<file path="src/lmsc_pkg.sv">
// Shared constants for the min-sum check-node update block.
package lmsc_pkg;

    // Number of columns in one parity-check row; one input message per column.
    localparam int COLUMNS = 5;

    // Bits needed to name one column.
    localparam int COL_IDX_BITS = (COLUMNS > 1) ? $clog2(COLUMNS) : 1;

    // Defaults for the top-level parameters.
    localparam int ROWS_DEF     = 4;
    localparam int LLR_BITS_DEF = 8;

    // Only the low 64 bits of the parity-check matrix are ever connected.
    localparam int MATRIX_KEEP_BITS = 64;

    // Reset contents of the matrix register, rows {1,1,1,0,1}, {0,1,1,1,0},
    // {1,1,0,1,0} and {1,0,1,0,1}.
    localparam logic [63:0] MATRIX_RESET = 64'd699863;

endpackage

</file>
<file path="src/lmsc_lane_in.sv">
// Input lane: splits one message into a saturated magnitude and a sign.
module lmsc_lane_in #(
    parameter int LLR_BITS = lmsc_pkg::LLR_BITS_DEF
) (
    input  logic signed [LLR_BITS-1:0] llr,
    output logic        [LLR_BITS-2:0] mag,
    output logic                       neg
);

    localparam logic [LLR_BITS-1:0] LLR_MIN = {1'b1, {(LLR_BITS-1){1'b0}}};
    localparam logic [LLR_BITS-2:0] MAG_MAX = {(LLR_BITS-1){1'b1}};

    logic [LLR_BITS-1:0] negated;

    assign neg     = llr[LLR_BITS-1];
    assign negated = LLR_BITS'(-llr);

    // The most negative code has no positive twin, so it saturates.
    always_comb begin
        if (!neg) begin
            mag = llr[LLR_BITS-2:0];
        end else if (llr == LLR_MIN) begin
            mag = MAG_MAX;
        end else begin
            mag = negated[LLR_BITS-2:0];
        end
    end

endmodule

</file>
<file path="src/lmsc_merge.sv">
// Merging tree: smallest and second smallest magnitude, its column, and sign parity.
module lmsc_merge #(
    parameter int LLR_BITS = lmsc_pkg::LLR_BITS_DEF
) (
    input  logic [LLR_BITS-2:0]               mag    [lmsc_pkg::COLUMNS],
    input  logic [lmsc_pkg::COLUMNS-1:0]      neg,
    input  logic [lmsc_pkg::COLUMNS-1:0]      conn,
    output logic [LLR_BITS-2:0]               min1,
    output logic [LLR_BITS-2:0]               min2,
    output logic [lmsc_pkg::COL_IDX_BITS-1:0] min_pos,
    output logic                              parity
);

    localparam int PB     = lmsc_pkg::COL_IDX_BITS;
    localparam int LEAVES = 1 << PB;
    localparam int NODES  = 2 * LEAVES - 1;
    localparam logic [LLR_BITS-2:0] MAG_MAX = {(LLR_BITS-1){1'b1}};

    logic [LLR_BITS-2:0] n_min1 [NODES];
    logic [LLR_BITS-2:0] n_min2 [NODES];
    logic [PB-1:0]       n_pos  [NODES];

    genvar i;
    generate
        for (i = 0; i < LEAVES; i++) begin : g_leaf
            if (i < lmsc_pkg::COLUMNS) begin : g_real
                // An unconnected column enters as the largest magnitude.
                assign n_min1[LEAVES-1+i] = conn[i] ? mag[i] : MAG_MAX;
                assign n_min2[LEAVES-1+i] = MAG_MAX;
                assign n_pos[LEAVES-1+i]  = PB'(i);
            end else begin : g_pad
                assign n_min1[LEAVES-1+i] = MAG_MAX;
                assign n_min2[LEAVES-1+i] = MAG_MAX;
                assign n_pos[LEAVES-1+i]  = '0;
            end
        end

        for (i = 0; i < LEAVES - 1; i++) begin : g_node
            logic right_wins;

            // On a tie the left side wins, so the first column of the minimum
            // is the one that receives the second minimum.
            assign right_wins = n_min1[2*i+2] < n_min1[2*i+1];
            assign n_min1[i]  = right_wins ? n_min1[2*i+2] : n_min1[2*i+1];
            assign n_pos[i]   = right_wins ? n_pos[2*i+2] : n_pos[2*i+1];
            assign n_min2[i]  = right_wins ?
                                ((n_min1[2*i+1] < n_min2[2*i+2]) ?
                                 n_min1[2*i+1] : n_min2[2*i+2]) :
                                ((n_min2[2*i+1] < n_min1[2*i+2]) ?
                                 n_min2[2*i+1] : n_min1[2*i+2]);
        end
    endgenerate

    assign min1    = n_min1[0];
    assign min2    = n_min2[0];
    assign min_pos = n_pos[0];
    assign parity  = ^(neg & conn);

endmodule

</file>
<file path="src/lmsc_lane_out.sv">
// Output lane: forms one column's updated message from the merged row result.
module lmsc_lane_out #(
    parameter int LLR_BITS = lmsc_pkg::LLR_BITS_DEF,
    parameter int LANE     = 0
) (
    input  logic [LLR_BITS-2:0]               min1,
    input  logic [LLR_BITS-2:0]               min2,
    input  logic [lmsc_pkg::COL_IDX_BITS-1:0] min_pos,
    input  logic                              parity,
    input  logic                              neg,
    input  logic                              conn,
    output logic signed [LLR_BITS-1:0]        msg
);

    localparam int PB = lmsc_pkg::COL_IDX_BITS;

    logic [LLR_BITS-2:0] mag_sel;
    logic [LLR_BITS-1:0] mag_ext;
    logic                flip;

    // The column that holds the minimum sees the second smallest instead.
    assign mag_sel = (min_pos == PB'(LANE)) ? min2 : min1;
    assign mag_ext = {1'b0, mag_sel};
    // Removing this column's own sign from the row parity.
    assign flip    = parity ^ neg;

    always_comb begin
        if (!conn) begin
            msg = '0;
        end else if (flip) begin
            msg = LLR_BITS'(-mag_ext);
        end else begin
            msg = mag_ext;
        end
    end

endmodule

</file>
<file path="src/ldpc_min_sum_check_node.sv">
// Top level of the min-sum check-node update: matrix register, lanes and pipeline.
//
//  channel  | handshake           | payload
//  ---------+---------------------+--------------------------------------------
//  input    | s_valid / s_ready   | s_row_index, s_llr_in_0 .. s_llr_in_4
//  result   | m_valid / m_ready   | m_row_out, m_msg_out_0 .. m_msg_out_4
//  config   | cfg_wr_en           | cfg_wr_data (parity-check matrix)
//
// One item is taken per cycle while s_ready is high. Each item passes through
// a stage register, fed by the input lanes and row lookup, and then the output
// register, fed by the merging tree and output lanes. s_ready drops only when
// both stages are full and m_ready is low. Reset loads the default matrix
// and empties both stages.
module ldpc_min_sum_check_node #(
    parameter  int ROWS     = lmsc_pkg::ROWS_DEF,
    parameter  int LLR_BITS = lmsc_pkg::LLR_BITS_DEF,
    localparam int ROW_BITS = (ROWS > 1) ? $clog2(ROWS) : 1,
    localparam int MAT_BITS = ROWS * lmsc_pkg::COLUMNS
) (
    input  logic                       aclk,
    input  logic                       aresetn,

    input  logic                       cfg_wr_en,
    input  logic [MAT_BITS-1:0]        cfg_wr_data,

    input  logic                       s_valid,
    output logic                       s_ready,
    input  logic [ROW_BITS-1:0]        s_row_index,
    input  logic signed [LLR_BITS-1:0] s_llr_in_0,
    input  logic signed [LLR_BITS-1:0] s_llr_in_1,
    input  logic signed [LLR_BITS-1:0] s_llr_in_2,
    input  logic signed [LLR_BITS-1:0] s_llr_in_3,
    input  logic signed [LLR_BITS-1:0] s_llr_in_4,

    output logic                       m_valid,
    input  logic                       m_ready,
    output logic [ROW_BITS-1:0]        m_row_out,
    output logic signed [LLR_BITS-1:0] m_msg_out_0,
    output logic signed [LLR_BITS-1:0] m_msg_out_1,
    output logic signed [LLR_BITS-1:0] m_msg_out_2,
    output logic signed [LLR_BITS-1:0] m_msg_out_3,
    output logic signed [LLR_BITS-1:0] m_msg_out_4
);

    localparam int COLS = lmsc_pkg::COLUMNS;
    localparam int PB   = lmsc_pkg::COL_IDX_BITS;
    localparam logic [MAT_BITS-1:0] MAT_RESET = MAT_BITS'(lmsc_pkg::MATRIX_RESET);

    logic [MAT_BITS-1:0] matrix_reg;

    logic signed [LLR_BITS-1:0] llr_in  [COLS];
    logic [LLR_BITS-2:0]        mag_in  [COLS];
    logic [COLS-1:0]            neg_in;
    logic [COLS-1:0]            row_conn [ROWS];
    logic [COLS-1:0]            conn_sel;

    // Stage register between the input lanes and the merging tree.
    logic                       st_valid_reg;
    logic [ROW_BITS-1:0]        st_row_reg;
    logic [LLR_BITS-2:0]        st_mag_reg [COLS];
    logic [COLS-1:0]            st_neg_reg;
    logic [COLS-1:0]            st_conn_reg;
    logic                       st_ready;

    logic [LLR_BITS-2:0]        min1;
    logic [LLR_BITS-2:0]        min2;
    logic [PB-1:0]              min_pos;
    logic                       parity;
    logic signed [LLR_BITS-1:0] msg_next [COLS];

    logic                       m_valid_reg;
    logic [ROW_BITS-1:0]        m_row_reg;
    logic signed [LLR_BITS-1:0] m_msg_reg [COLS];

    assign llr_in[0] = s_llr_in_0;
    assign llr_in[1] = s_llr_in_1;
    assign llr_in[2] = s_llr_in_2;
    assign llr_in[3] = s_llr_in_3;
    assign llr_in[4] = s_llr_in_4;

    always_ff @(posedge aclk) begin
        if (!aresetn) begin
            matrix_reg <= MAT_RESET;
        end else if (cfg_wr_en) begin
            matrix_reg <= cfg_wr_data;
        end
    end

    genvar r, c;
    generate
        for (r = 0; r < ROWS; r++) begin : g_row
            for (c = 0; c < COLS; c++) begin : g_col
                // Matrix bits past the first 64 never connect.
                if (r * COLS + c < lmsc_pkg::MATRIX_KEEP_BITS) begin : g_keep
                    assign row_conn[r][c] = matrix_reg[r*COLS+c];
                end else begin : g_drop
                    assign row_conn[r][c] = 1'b0;
                end
            end
        end

        for (c = 0; c < COLS; c++) begin : g_lane_in
            lmsc_lane_in #(
                .LLR_BITS (LLR_BITS)
            ) u_lane_in (
                .llr (llr_in[c]),
                .mag (mag_in[c]),
                .neg (neg_in[c])
            );
        end
    endgenerate

    // A row index past the last row behaves as an empty row.
    always_comb begin
        if (32'(s_row_index) < ROWS) begin
            conn_sel = row_conn[s_row_index];
        end else begin
            conn_sel = '0;
        end
    end

    assign st_ready = !m_valid_reg || m_ready;
    assign s_ready  = !st_valid_reg || st_ready;

    always_ff @(posedge aclk) begin
        if (!aresetn) begin
            st_valid_reg <= 1'b0;
        end else if (s_ready) begin
            st_valid_reg <= s_valid;
        end
    end

    always_ff @(posedge aclk) begin
        if (s_ready && s_valid) begin
            st_row_reg  <= s_row_index;
            st_mag_reg  <= mag_in;
            st_neg_reg  <= neg_in;
            st_conn_reg <= conn_sel;
        end
    end

    lmsc_merge #(
        .LLR_BITS (LLR_BITS)
    ) u_merge (
        .mag     (st_mag_reg),
        .neg     (st_neg_reg),
        .conn    (st_conn_reg),
        .min1    (min1),
        .min2    (min2),
        .min_pos (min_pos),
        .parity  (parity)
    );

    generate
        for (c = 0; c < COLS; c++) begin : g_lane_out
            lmsc_lane_out #(
                .LLR_BITS (LLR_BITS),
                .LANE     (c)
            ) u_lane_out (
                .min1    (min1),
                .min2    (min2),
                .min_pos (min_pos),
                .parity  (parity),
                .neg     (st_neg_reg[c]),
                .conn    (st_conn_reg[c]),
                .msg     (msg_next[c])
            );
        end
    endgenerate

    always_ff @(posedge aclk) begin
        if (!aresetn) begin
            m_valid_reg <= 1'b0;
        end else if (st_ready) begin
            m_valid_reg <= st_valid_reg;
        end
    end

    always_ff @(posedge aclk) begin
        if (st_ready && st_valid_reg) begin
            m_row_reg <= st_row_reg;
            m_msg_reg <= msg_next;
        end
    end

    assign m_valid     = m_valid_reg;
    assign m_row_out   = m_row_reg;
    assign m_msg_out_0 = m_msg_reg[0];
    assign m_msg_out_1 = m_msg_reg[1];
    assign m_msg_out_2 = m_msg_reg[2];
    assign m_msg_out_3 = m_msg_reg[3];
    assign m_msg_out_4 = m_msg_reg[4];

endmodule

</file>
<file path="config.mk">
export PLATFORM = sky130hd
export DESIGN_NAME = ldpc_min_sum_check_node
export DESIGN_NICKNAME = d
export VERILOG_FILES = /design/src/lmsc_pkg.sv /design/src/lmsc_lane_in.sv /design/src/lmsc_merge.sv /design/src/lmsc_lane_out.sv /design/src/ldpc_min_sum_check_node.sv
export SDC_FILE = /design/constraint.sdc
export NUM_CORES = 1
export LEC_CHECK = 0
export BUFFER_PORTS_ARGS = -buffer_cell sky130_fd_sc_hd__buf_2
export CAP_MARGIN = 20
export CORE_MARGIN = 2
export CORE_UTILIZATION = 60
export DETAILED_ROUTE_END_ITERATION = 16
export PLACE_DENSITY = 0.9
export SYNTH_ARGS = -nofsm -noshare
export SYNTH_HDL_FRONTEND = slang
export SYNTH_HIERARCHICAL = 1
export SYNTH_SLANG_ARGS = --single-unit
</file>
<file path="constraint.sdc">
create_clock -name aclk -period 9.2 [get_ports aclk]
set_input_delay 2.76 -clock aclk [delete_from_list [all_inputs] [get_ports aclk]]
set_output_delay 2.76 -clock aclk [all_outputs]
set_load 0.01 [all_outputs]
</file>
# [Word-level counts from Yosys, hierarchy flattened]
# Cells that the tools add are included.
[op_classes] addsub=10 n_lt_le_gt_ge=18 n_eq_ne=9 mux=57 bitwise=7 n_reduce_logical=13
[op_table] cell="$mux W7" count=48
[op_table] cell="$lt A7 B7 Y1" count=8
[op_table] cell="$eq A8 B8 Y1 const B" count=5
[op_table] cell="$neg A7 Y8" count=5
[op_table] cell="$lt A7 B7 Y1 const B" count=5
[op_table] cell="$neg A7 Y7" count=5
[op_table] cell="$lt A7 B7 Y1 const A" count=4
[op_table] cell="$bmux W5 S2" count=1
[op_table] cell="$mux W5" count=2
[op_table] cell="$reduce_and A2 Y1" count=5
[op_table] cell="$mux W3" count=3
[op_table] cell="$eq A3 B2 Y1 const B" count=2
[op_table] cell="$and A5 B5 Y5" count=1
[op_table] cell="$reduce_xor A5 Y1" count=1
[op_table] cell="$xor A1 B1 Y1" count=5
[op_table] cell="$eq A3 B1 Y1 const B" count=1
[op_table] cell="$eq A3 B3 Y1 const B" count=1
[op_table] cell="$ge A3 B3 Y1 const B" count=1
[op_table] cell="$logic_not A3 Y1" count=1
[op_table] cell="$not A2 Y3" count=1
[op_table] cell="$logic_and A1 B1 Y1" count=2
[op_table] cell="$logic_not A1 Y1" count=2
[op_table] cell="$logic_or A1 B1 Y1" count=2
[op_table] cell="$mux W1" count=2
[op_table] cell="$mux W2" count=1
[totals] regBits=111 in_bits=67 out_inout_bits=44 wordCells=136

# [Logic depth before layout (Yosys ltp)]
[depth] depth_word=13 depth_mapped=37 depth_no_buf=34

# [Modules after synthesis]
# Netlist, hierarchy kept.
[by_module_without_submodules] module="ldpc_min_sum_check_node" n_inst=1 cells_each=168 area_each_um2=3595.9 seq_area_each_um2=3113.0
[by_module_without_submodules] module="lmsc_merge" n_inst=1 cells_each=335 area_each_um2=2423.6 seq_area_each_um2=0.0
[by_module_without_submodules] module="lmsc_lane_out (g_lane_out[1].u_lane_out ...)" n_inst=3 cells_each=50 area_each_um2=364.1 seq_area_each_um2=0.0
[by_module_without_submodules] module="lmsc_lane_in (g_lane_in[1].u_lane_in ...)" n_inst=4 cells_each=34 area_each_um2=206.4 seq_area_each_um2=0.0
[by_module_without_submodules] module="lmsc_lane_out (g_lane_out[0].u_lane_out)" n_inst=1 cells_each=51 area_each_um2=375.4 seq_area_each_um2=0.0
[by_module_without_submodules] module="lmsc_lane_out (g_lane_out[3].u_lane_out)" n_inst=1 cells_each=51 area_each_um2=362.8 seq_area_each_um2=0.0
[by_module_without_submodules] module="lmsc_lane_in (g_lane_in[0].u_lane_in)" n_inst=1 cells_each=34 area_each_um2=214.0 seq_area_each_um2=0.0

# [Least setup slack after synthesis]
# OpenSTA, ideal clock, no wires.
[synth_timing] path_kind="register -> register" start="reg st_conn_reg[1]" end="reg m_msg_reg (netlist bit m_msg_out_1[6]), data pin" setup_ps=262 arrival_time_ps=7822 t_required_ps=8938 slack_ps=1116 path_stages_with_launch=38 n_path_buf=4 synth_period_minus_slack_ps=8084 path_cell_list="edfxtp_1 > clkinv_1 > nor2_1 > inv_1 > ha_1 > or3b_1 > a222oi_1 > o211a_1 > o41a_1 > buf_6 > clkbuf_1 > mux2i_1 > inv_1 > ha_1 > a21o_1 > a21o_1 > a21o_1 > a21oi_1 > [... 2 more ...] > buf_6 > mux2i_1 > ha_1 > a21oi_1 > o21ai_0 > a21o_1 > a211oi_1 > a21oi_2 > inv_1 > nor2_1 > nor3b_1 > buf_4 > mux2i_1 > ha_1 > inv_1 > o41ai_1 > o21ai_0 > nor3b_1"
[synth_between] word_cells_on_any_way=30 classes_between="1 x add/sub; 8 x order compare; 1 x eq/ne; 17 x mux; 2 x bitwise; 1 x reduce/logical"
[synth_rtl] element="from (decl)" line="ldpc_min_sum_check_node.sv:62" text="logic [COLS-1:0] st_conn_reg;"
[synth_rtl] element="from (signal assigned)" line="ldpc_min_sum_check_node.sv:138" text="st_conn_reg <= conn_sel;"
[synth_rtl] element="$mux W7 (*)" line="lmsc_merge.sv:28" text="assign n_min1[LEAVES-1+i] = conn[i] ? mag[i] : MAG_MAX;"
[synth_rtl] element="$lt A7 B7 Y1" line="lmsc_merge.sv:43" text="assign right_wins = n_min1[2*i+2] < n_min1[2*i+1];"
[synth_rtl] element="$mux W7 (*)" line="lmsc_merge.sv:44" text="assign n_min1[i] = right_wins ? n_min1[2*i+2] : n_min1[2*i+1];"
[synth_rtl] element="$lt A7 B7 Y1" line="lmsc_merge.sv:43"
[synth_rtl] element="$mux W7 (*)" line="lmsc_merge.sv:44"
[synth_rtl] element="$lt A7 B7 Y1 (*)" line="lmsc_merge.sv:43"
[synth_rtl] element="$mux W3 (*)" line="lmsc_merge.sv:45" text="assign n_pos[i] = right_wins ? n_pos[2*i+2] : n_pos[2*i+1];"
[synth_rtl] element="net min_pos[2]" line="ldpc_min_sum_check_node.sv:67" text="logic [PB-1:0] min_pos;"
[synth_rtl] element="$eq A3 B1 Y1 (*)" line="lmsc_lane_out.sv:22" text="assign mag_sel = (min_pos == PB'(LANE)) ? min2 : min1;"
[synth_rtl] element="$mux W7 (*)" line="lmsc_lane_out.sv:22"
[synth_rtl] element="$neg A7 Y8" line="lmsc_lane_out.sv:31" text="msg = LLR_BITS'(-mag_ext);"
[synth_rtl] element="$mux W7 (*)" line="lmsc_lane_out.sv:30" text="end else if (flip) begin"
[synth_rtl] element="to (signal assigned)" line="ldpc_min_sum_check_node.sv:182" text="m_msg_reg <= msg_next;"
[synth_rtl] element="to (decl)" line="ldpc_min_sum_check_node.sv:73" text="logic signed [LLR_BITS-1:0] m_msg_reg [COLS];"
# Mark *: on every way through the listed nets, which the timed path passes. The rest lies on a longest branch.
# A chain may end at the register's enable or synchronous reset.

# [Final worst setup path]
# Ends and elaborated chain as after synthesis.

==> impl_metrics.json <==
{
  "total_power_mw": 2.74,
  "synth_cell_types": 83,
  "synth-edff-count": 89,
  "synth-main-ff-cell": "edfxtp_1",
  "initial_core_util": 0.614,
  "synth_top_family_by_area": "simple AND/OR/NAND/NOR gates",
  "grt_pass1_wl_mm": 35.5,
  "gp_congestion": 0.970,
  "synthCells": 925,
  "critPathLaunchType": "flop",
  "wl_mm": 21.7,
  "clock_latency_ns": 0.37,
  "worst-slew-pin-transition_ns": 1.19,
  "synthAdderAreaFrac": 0.0690,
  "power_density_nw_per_um2": 274,
  "reg2reg_depth": 36,
  "grt_pass1_vias": 7276,
  "min-delay-start": "st_row_reg[0]",
  "holdBufCountCts": 0,
  "cp-startpoint": "st_conn_reg[1]",
  "yosys.area.top_type_share": 0.301,
  "dpl.hpwl_mm": 16.1,
  "numCtsBuffers": 9,
  "fin_crit_ns": 8.64,
  "die_height_um": 126,
  "p_leak_nw": 4.27,
  "yosysWarnings": 6,
  "finalCritPeriodShare": 0.939,
  "setup.worst_path.class": "reg -> reg",
  "vias": 7657,
  "routedWlPerCell_um": 17.6,
  "core-area_um2": 14500,
  "final_core_util": 0.692,
  "slowest_delay_ns": 0.51,
  "grt_overflow": 0,
  "finalSetupViolCount": 0,
  "largest_reg_flops": 35,
  "r2r_setup_slack_ns": 0.56,
  "holdWs_ns": 0.430,
  "synth.avg_cell_area_um2": 9.61,
  "synth-seq-area-share": 0.350,
  "r2r-end": "m_msg_out_1[6]",
  "fill_cells": 1090,
  "register_area_um2": 3110,
  "grt.total_usage": 0.274,
  "seq_power_share": 0.240,
  "max_slew_margin": 0.204,
  "worstSetupEndpointType": "flop",
  "crit_slowest_cell": "mux2i_1",
  "path_max_fanout": 12,
  "place_ws_ns": 0.449,
  "dr.pass1.iters": 5,
  "worst_hold_path_type": "reg -> reg",
  "path_clk_slew_ns": 0.08,
  "outcome": "completed",
  "multi_input_area_um2": 5350,
  "core.rowCount": 44,
  "pwr-share-comb": 0.614,
  "async_reset_ff_frac": 0,
  "fp.dieW_um": 126,
  "grt_max_degree": 48,
  "die_area_um2": 15800,
  "skew_ns": 0.00931,
  "clockBufferDepth": 2,
  "antenna_left": 0,
  "pwr-share-clk": 0.146,
  "io_buffers": 110,
  "tritoncts": "yes",
  "worstPathArrival_ns": 8.74,
  "synth_area_leaders": "edfxtp_1 (30%), mux2i_1 (9.5%), ha_1 (6.9%), dfxtp_1 (5.0%), nor2_1 (4.3%)",
  "hold_violations": 0,
  "p_int_mw": 1.51,
  "r2r_start": "st_conn_reg[1]",
  "via_per_inst": 6.22,
  "n_antenna_cell": 0,
  "io-pin-count": 111,
  "synth.cell_area_um2": 8890,
  "drt_iter0_drc": 886,
  "fin_nets": 1159,
  "root_buffer": "clkbuf_16",
  "final-max-slew-violation-count": 0,
  "clock_sinks": 111,
  "synth_top_cell_by_area": "edfxtp_1",
  "ir_drop_mv": 0.178,
  "ys_ff_latch": 111,
  "switching_power_mw": 1.23,
  "antenna_found_initial": 0,
  "synth_compound_area_frac": 0.159,
  "swShare": 0.450,
  "endpoint": "m_msg_out_1[6]",
  "cts-htree-levels": 3,
  "syn_to_final_growth_pct": 12.7,
  "synthXorXnorAreaFrac": 0.0197,
  "synthMuxAreaShare": 0.146,
  "cap_violations": 0,
  "drive_gt1_frac": 0.220,
  "setup_ws_ns": 0.561,
  "cp.required_ns": 9.30,
  "yosys.area_share.simple": 0.202,
  "fmax_ghz": 0.116,
  "drc_errors": 0
}
==> kinds of logic (layout without fill, tap and decap cells) <==
| family | Yosys count | count (layout) |
|---|---|---|
| adder cells (fa/ha/maj) | 49 | 49 |
| other | 1 | 5 |
| buffers and inverters | 102 | 221 |
| XOR/XNOR | 20 | 20 |
| AND/OR/NAND/NOR | 325 | 325 |
| AO/OA/AOI/OAI | 198 | 198 |
| multiplexers | 119 | 119 |
| flip-flops | 111 | 111 |
==> placed cells by master, fill, tap and decap left out, types with 28 or more instances in the layout <==
cell / count
inv_1: 70
nor2_1: 103
ha_1: 49
o21ai_0: 29
edfxtp_1: 89
mux2i_1: 84
a21oi_1: 38
buf_2: 110
nand2_1: 43
mux2_2: 28
==> Yosys cell counts (13+ instances only) <==
cell	number
nor2_1	103
edfxtp_1	89
mux2i_1	84
inv_1	70
ha_1	49
nand2_1	43
a21oi_1	39
o21ai_0	29
mux2_2	28
a31oi_1	25
nor2b_1	25
dfxtp_1	22
nor3_1	18
nand2b_1	17
or3_1	15
nand3_1	14
nor3b_1	13
==> repair_timing <==
item,in CTS,in global routing
buffers inserted,0,4
setup endpoints to repair,0,17
hold endpoints to repair,0,0
resized for setup,0,4
==> metrics by stage <==
step | setup TNS, ns | instance area (um^2) | std cells
floorplan | 0 | 8900 | 929
global placement | 0 | 9620 | 1209
detailed placement | 0 | 9630 | 1211
CTS | 0 | 9950 | 1227
global route | -0.0259 | 10000 | 1232
finish | 0 | 10000 | 1232
==> worst max-delay path, delay by kind of cell, from the launching register on <==
kind / cells / cell delay, ns
compound gates: 13 / 2.43
fa+ha+maj: 4 / 1.05
buf+inv: 9 / 1.31
flops: 1 / 0.46
mux: 3 / 1.12
simple gates: 7 / 2.01
==> worst min-delay path by stage <==
stage	to	cells past startpoint
2_1_floorplan	m_row_out[0]	0
3_3_place_gp	m_row_out[1]	0
3_5_place_dp	m_row_out[1]	0
4_1_cts	m_row_out[0]	0
5_1_grt	m_row_out[1]	0
6_report	m_row_out[0]	0
==> routing by layer <==
metal	share of wire	GRT usage	up-vias
li1	-	-	3679
met4	0.027	0.0980	0
met1	0.42	0.354	3593
met3	0.079	0.0612	52
met5	0	0	-
met2	0.48	0.455	333
==> power groups by stage <==
stage / sequential (mW) / clock, mW / combinational (mW)
2_1_floorplan: 0.684 / 0 / 1.20
5_1_grt: 0.664 / 0.430 / 1.81
3_3_place_gp: 0.667 / 0 / 1.54
4_1_cts: 0.659 / 0.407 / 1.61
6_report: 0.658 / 0.401 / 1.68
3_5_place_dp: 0.671 / 0 / 1.60
==> cell type report <==
| class | count | share of cell area |
|---|---|---|
| clock inverter | 6 | 0.00774 |
| clock buffer | 10 | 0.0239 |
| inverter | 71 | 0.0266 |
| tap | 184 | 0.0230 |
| sequential | 111 | 0.311 |
| timing repair buffer | 134 | 0.0742 |
| multi-input combinational | 716 | 0.534 |
Note: power is estimated with default switching activity, not from simulation.
